## src/assert_macros.svh

```systemverilog
// Assertion helpers for the files that check their own logic.
`ifndef ASSERT_MACROS_SVH
`define ASSERT_MACROS_SVH

// A property that must hold at every clock edge outside reset.
`define ASSERT_CLK(label, clk, rst, prop, msg) \
   label: assert property (@(posedge clk) disable iff (rst) (prop)) else $error(msg);

// A condition that must be followed by another one in the next cycle.
`define ASSERT_NEXT(label, clk, rst, pre, post, msg) \
   label: assert property (@(posedge clk) disable iff (rst) (pre) |=> (post)) else $error(msg);

`endif

```

## src/ggnh_pkg.sv

```systemverilog
`timescale 1ns / 1ps
package ggnh_pkg;

   localparam int NEIGHBORS_DEFAULT = 16;
   localparam int ADDR_W            = 16;
   localparam int COORD_W           = 16;
   localparam int SQ_W              = 2 * COORD_W + 1;
   localparam int DIST_W            = SQ_W + 1;
   localparam int STATUS_W          = 3;
   localparam int CSR_INDEX_W       = 4;

   localparam logic FUNC_BEACON = 1'b0;
   localparam logic FUNC_ROUTE  = 1'b1;

   localparam logic [STATUS_W-1:0] STATUS_UPDATED  = 3'd0;
   localparam logic [STATUS_W-1:0] STATUS_INSERTED = 3'd1;
   localparam logic [STATUS_W-1:0] STATUS_FULL     = 3'd2;
   localparam logic [STATUS_W-1:0] STATUS_FORWARD  = 3'd3;
   localparam logic [STATUS_W-1:0] STATUS_ATDEST   = 3'd4;
   localparam logic [STATUS_W-1:0] STATUS_NOROUTE  = 3'd5;

   localparam logic [CSR_INDEX_W-1:0] CSR_OWN_X = 4'd0;
   localparam logic [CSR_INDEX_W-1:0] CSR_OWN_Y = 4'd1;

   // Position of the current word, seen by every cell at once.
   typedef struct packed {
      logic signed [COORD_W-1:0] x;
      logic signed [COORD_W-1:0] y;
   } ggnh_dest_type;

   // Word that walks along the row of cells, one cell per cycle.
   typedef struct packed {
      logic                      active;
      logic                      func;
      logic [ADDR_W-1:0]         addr;
      logic [DIST_W-1:0]         best;
      logic                      found;
      logic                      inserted;
      logic [ADDR_W-1:0]         hop_addr;
      logic signed [COORD_W-1:0] hop_x;
      logic signed [COORD_W-1:0] hop_y;
   } ggnh_token_type;

endpackage

```

## src/ggnh_cell.sv

```systemverilog
`timescale 1ns / 1ps
module ggnh_cell #(
   parameter int NEIGHBORS = ggnh_pkg::NEIGHBORS_DEFAULT,
   parameter int INDEX     = 0
) (
   input  logic                                 clock,
   input  logic                                 reset,
   input  ggnh_pkg::ggnh_dest_type              dest,
   input  logic [$clog2(NEIGHBORS+1)-1:0]       count,
   input  ggnh_pkg::ggnh_token_type             token_in,
   output ggnh_pkg::ggnh_token_type             token_out
);
   import ggnh_pkg::*;

   localparam int CNT_W = $clog2(NEIGHBORS + 1);
   localparam logic [CNT_W-1:0] IDX = CNT_W'(INDEX);

   logic [ADDR_W-1:0]         addr_ff;
   logic signed [COORD_W-1:0] x_ff;
   logic signed [COORD_W-1:0] y_ff;
   logic [SQ_W-1:0]           sqx_ff;
   logic [SQ_W-1:0]           sqy_ff;
   ggnh_token_type            token_ff;
   ggnh_token_type            token_in_next;

   logic signed [COORD_W:0]     dx;
   logic signed [COORD_W:0]     dy;
   logic signed [2*COORD_W+1:0] prod_x;
   logic signed [2*COORD_W+1:0] prod_y;
   logic [DIST_W-1:0]           span_sum;
   logic                        occupied;
   logic                        wr_pos;
   logic                        wr_addr;

   // The squares follow the stored entry and the broadcast position in every cycle.
   always_comb begin
      dx     = $signed({x_ff[COORD_W-1], x_ff}) - $signed({dest.x[COORD_W-1], dest.x});
      dy     = $signed({y_ff[COORD_W-1], y_ff}) - $signed({dest.y[COORD_W-1], dest.y});
      prod_x = dx * dx;
      prod_y = dy * dy;
   end

   always_ff @(posedge clock) begin
      sqx_ff <= prod_x[SQ_W-1:0];
      sqy_ff <= prod_y[SQ_W-1:0];
   end

   assign span_sum = {1'b0, sqx_ff} + {1'b0, sqy_ff};
   assign occupied = (IDX < count);

   always_comb begin
      token_in_next = token_in;
      wr_pos        = 1'b0;
      wr_addr       = 1'b0;
      if (token_in.active) begin
         if (token_in.func == FUNC_BEACON) begin
            priority if (token_in.found) begin
               wr_pos = 1'b0;
            end else if (occupied && (addr_ff == token_in.addr)) begin
               wr_pos              = 1'b1;
               token_in_next.found = 1'b1;
            end else if (IDX == count) begin
               wr_pos                 = 1'b1;
               wr_addr                = 1'b1;
               token_in_next.found    = 1'b1;
               token_in_next.inserted = 1'b1;
            end else begin
               wr_pos = 1'b0;
            end
         end else if (occupied && (span_sum <= token_in.best)) begin
            token_in_next.best     = span_sum;
            token_in_next.found    = 1'b1;
            token_in_next.hop_addr = addr_ff;
            token_in_next.hop_x    = x_ff;
            token_in_next.hop_y    = y_ff;
         end
      end
   end

   always_ff @(posedge clock) begin
      if (wr_pos) begin
         x_ff <= dest.x;
         y_ff <= dest.y;
      end
      if (wr_addr) begin
         addr_ff <= token_in.addr;
      end
   end

   always_ff @(posedge clock) begin
      if (reset) begin
         token_ff <= '0;
      end else begin
         token_ff <= token_in_next;
      end
   end

   assign token_out = token_ff;

endmodule

```

## config.mk

```make
export PLATFORM = sky130hd
export DESIGN_NAME = ggnh_cell
export DESIGN_NICKNAME = d
export VERILOG_FILES = /design/src/assert_macros.svh /design/src/ggnh_pkg.sv /design/src/ggnh_cell.sv
export SDC_FILE = /design/constraint.sdc
export NUM_CORES = 2
export LEC_CHECK = 0
export ABC_AREA = 1
export BUFFER_PORTS_ARGS = -buffer_cell sky130_fd_sc_hd__buf_2
export CAP_MARGIN = 25
export CORE_UTILIZATION = 63
export DETAILED_ROUTE_END_ITERATION = 16
export PLACE_DENSITY_LB_ADDON = 0.08
export SLEW_MARGIN = 20
export SYNTH_ARGS = -nofsm -noshare
export SYNTH_HDL_FRONTEND = slang
export SYNTH_SLANG_ARGS = --single-unit
```

## constraint.sdc

```tcl
create_clock -name clock -period 9.3 [get_ports clock]
set_clock_uncertainty 0.1 [all_clocks]
set_input_delay 1.86 -clock clock [delete_from_list [all_inputs] [get_ports clock]]
set_output_delay 1.86 -clock clock [all_outputs]
set_load 0.05 [all_outputs]
```

==> summary.md <==
| Metric | Value |
|---|---|
| Wire per inst | `16.9 µm` |
| Sequential area share after synthesis | `0.152` |
| Compound-Gate Fraction of Synth Area | `0.0547` |
| Syn_nets | `4841` |
| RSZ-0062 raised after global routing | `no` |
| Adder-cell share of the synthesized area | `0.441` |
| Hold Path Class | `reg2reg` |
| GP Congestion | `0.982` |
| CTS max path bufs | `3` |
| XOR/XNOR Fraction of Synth Area | `0.0353` |
| Synth Instances | `3913` |
| Crit share post-route | `0.933` |
| Die width | `225 µm` |
| Synth Register Bits | `214` |
| CP Class | `in2reg` |
| Synth Area per Inst | `8.02 µm²` |
| Global-route wire length before repair | `131 mm` |
| Post-synthesis cell area | `31400 µm²` |
| Status | `finished clean` |
| Area contributors post-synth | `fa_1 (34%), inv_1 (12%), dfxtp_1 (11%), ha_1 (10%), nand2_1 (8.7%)` |
| Max Transition Viols Final | `0` |
| Via count | `25500` |
| Library cells used by synthesis | `52` |
| Share of cells above drive strength 1 | `0.0935` |
| Yosys top cell by area | `fa_1` |
| Vias/cell | `5.27` |
| Core Rows | `81` |
| Setup bufs post-CTS | `0` |
| Final setup violation count | `0` |
| First drt pass iteration count | `5` |
| Hold path cells | `2` |
| CTS Sinks | `214` |
| DP Area | `33500 µm²` |
| Slowest-stage cell, CP | `fa_1` |
| Fin cells | `4839` |
| Number of nets in the layout | `5081` |
| Cell repeated most along the worst path | `fa_1` |
| Area growth syn-to-layout | `9.29%` |
| Worst EP required | `9.60 ns` |
| Placeable Area | `49100 µm²` |
| Critical path fanouts, max | `15` |
| Final ANT Viol Nets | `0` |
| Post-synthesis mux area share | `0` |
| Final setup TNS | `0 ns` |
| Post-Synth Simple-Gate Area | `0.186` |
| Slew HR | `0.316` |
| Placed Cells | `4792` |
| Post-route DRC violation count | `0` |
| Max Cap Violations | `0` |
| Post-DP HPWL | `69.9 mm` |
| CTS resizes | `0` |
| Yosys warnings | `0` |
| CTS Buf Count | `23` |
| Vert. Die Dim | `225 µm` |
| Io pins | `243` |
| Critical Path Source Type | `input port` |
| Worst Tran Pin Value | `1.03 ns` |
| Arr. time, crit path | `8.98 ns` |
| Skew-Pair Late Insertion Delay | `0.53 ns` |
| Buffers on Ports | `242` |
| H-tree Lvls | `1` |
| Largest net degree at the start of global routing | `164` |
| Total Wirelength | `81.6 mm` |
| Synth top area share | `0.338` |
| Initial core utilization | `0.640` |
| Kind of end point of the critical path | `register` |
| Grt total ovfl | `0` |
| Clock root cell | `clkbuf_16` |
| Clk slew on worst S/H paths | `0.06 ns` |
| Initial DRC count | `1975` |
| CTS tree | `done` |
| Reg2Reg Depth | `32` |
| Vias in the first global route | `25400` |
| Upper clock frequency limit | `115 MHz` |
| Final hold slack | `0.487 ns` |
| GRT Total Usage | `0.332` |
| Initial antenna violation count | `8` |
| Final Cell Area | `34300 µm²` |
| CTS Hold Buffers Added | `0` |
| Fin. Hold Viols | `0` |
| Main combinational cell family by area after synthesis | `adder cells` |
| Die ar. | `50700 µm²` |
| Final min period | `8.68 ns` |
| Worst path max stage delay | `0.72 ns` |
-- critical path: cells and delay by family --
| family | cells | cell delay [ns] |
|---|---|---|
| adder cells (fa/ha/maj) | 9 | 4.15 |
| AND/OR/NAND/NOR | 13 | 1.72 |
| buffers and inverters | 6 | 0.67 |
| AO/OA/AOI/OAI | 3 | 0.40 |
| XOR/XNOR | 1 | 0.16 |
-- cells in the mapped netlist (all sizes together) --
library cell and number:
edfxtp 48, o211a 1, fa 530, nor2 418
a31oi 7, o2111ai 1, inv 998, a21oi 203
or2 7, a21boi 3, o21bai 13, o21a 3
buf 43, nor3b 1, o31ai 3, nand3b 58
and2 8, o21ai 59, clkbuf 38, ha 257
nand2 738, xnor2 34, o22ai 1, nor4 4
nand3 118, and3 5, clkinv 4, a211oi 1
a221oi 1, nand4 20, a21o 16, nor3 26
dfxtp 166, xor2 80
-- state kept, by name (all words and copies together) (netlist names) --
signal     count
sqx_ff        32
token_out    102
x_ff          16
addr_ff       16
sqy_ff        32
y_ff          16
-- path summary, 6_finish.rpt --
kind / startpoint / end / slack (ns)
worst min register to register: y_ff[1] / sqy_ff[2] / 0.49
worst max register to register: x_ff[0] / sqx_ff[31] / 1.63
worst min-delay path: y_ff[1] / sqy_ff[2] / 0.49
worst max-delay path: dest[16] / sqx_ff[31] / 0.62
-- metal layers --
layer	part of all wire	vias to the layer above	track usage
li1	-	12100	-
met1	0.42	12200	0.457
met2	0.46	986	0.538
met3	0.081	178	0.0531
met4	0.034	4	0.111
met5	0.00033	-	0
-- placed cells by master (no fill, tap or decap), drive strengths merged, types with 59 or more instances in the layout --
cell	synthesis	layout
a21oi	203	203
buf	43	296
dfxtp	166	166
fa	530	530
ha	257	257
inv	998	1000
nand2	738	738
nand3	118	118
nor2	418	418
o21ai	59	59
xor2	80	80
-- final cells by class --
class | count | area, µm²
clock inverter | 5 | 38.8
clock buffer | 37 | 742
antenna | 5 | 12.5
multi-input combinational | 2616 | 22500
sequential | 214 | 4760
tap | 664 | 831
inverter | 1002 | 3760
fill | 4163 | 14800
timing repair buffer | 296 | 1630
-- kinds of logic (layout without fill, tap and decap cells) --
group / count (synthesis) / in the layout
xor+xnor: 114 / 114
fa+ha+maj: 787 / 787
simple gates: 1403 / 1403
flops: 214 / 214
other cells: 0 / 5
buf+inv: 1083 / 1340
compound gates: 312 / 312
-- stage by stage --
stage / worst slack (ns) / utilization
final: 0.620 / 0.699
after floorplan: 1.01 / -
after global routing: 0.201 / 0.699
after CTS: 0.687 / 0.699
after detailed placement: 0.185 / 0.683
after global placement: 0.229 / 0.683
Power is not shown: default switching activity piles up to over one toggle a cycle in this logic, so the estimate is an artifact.
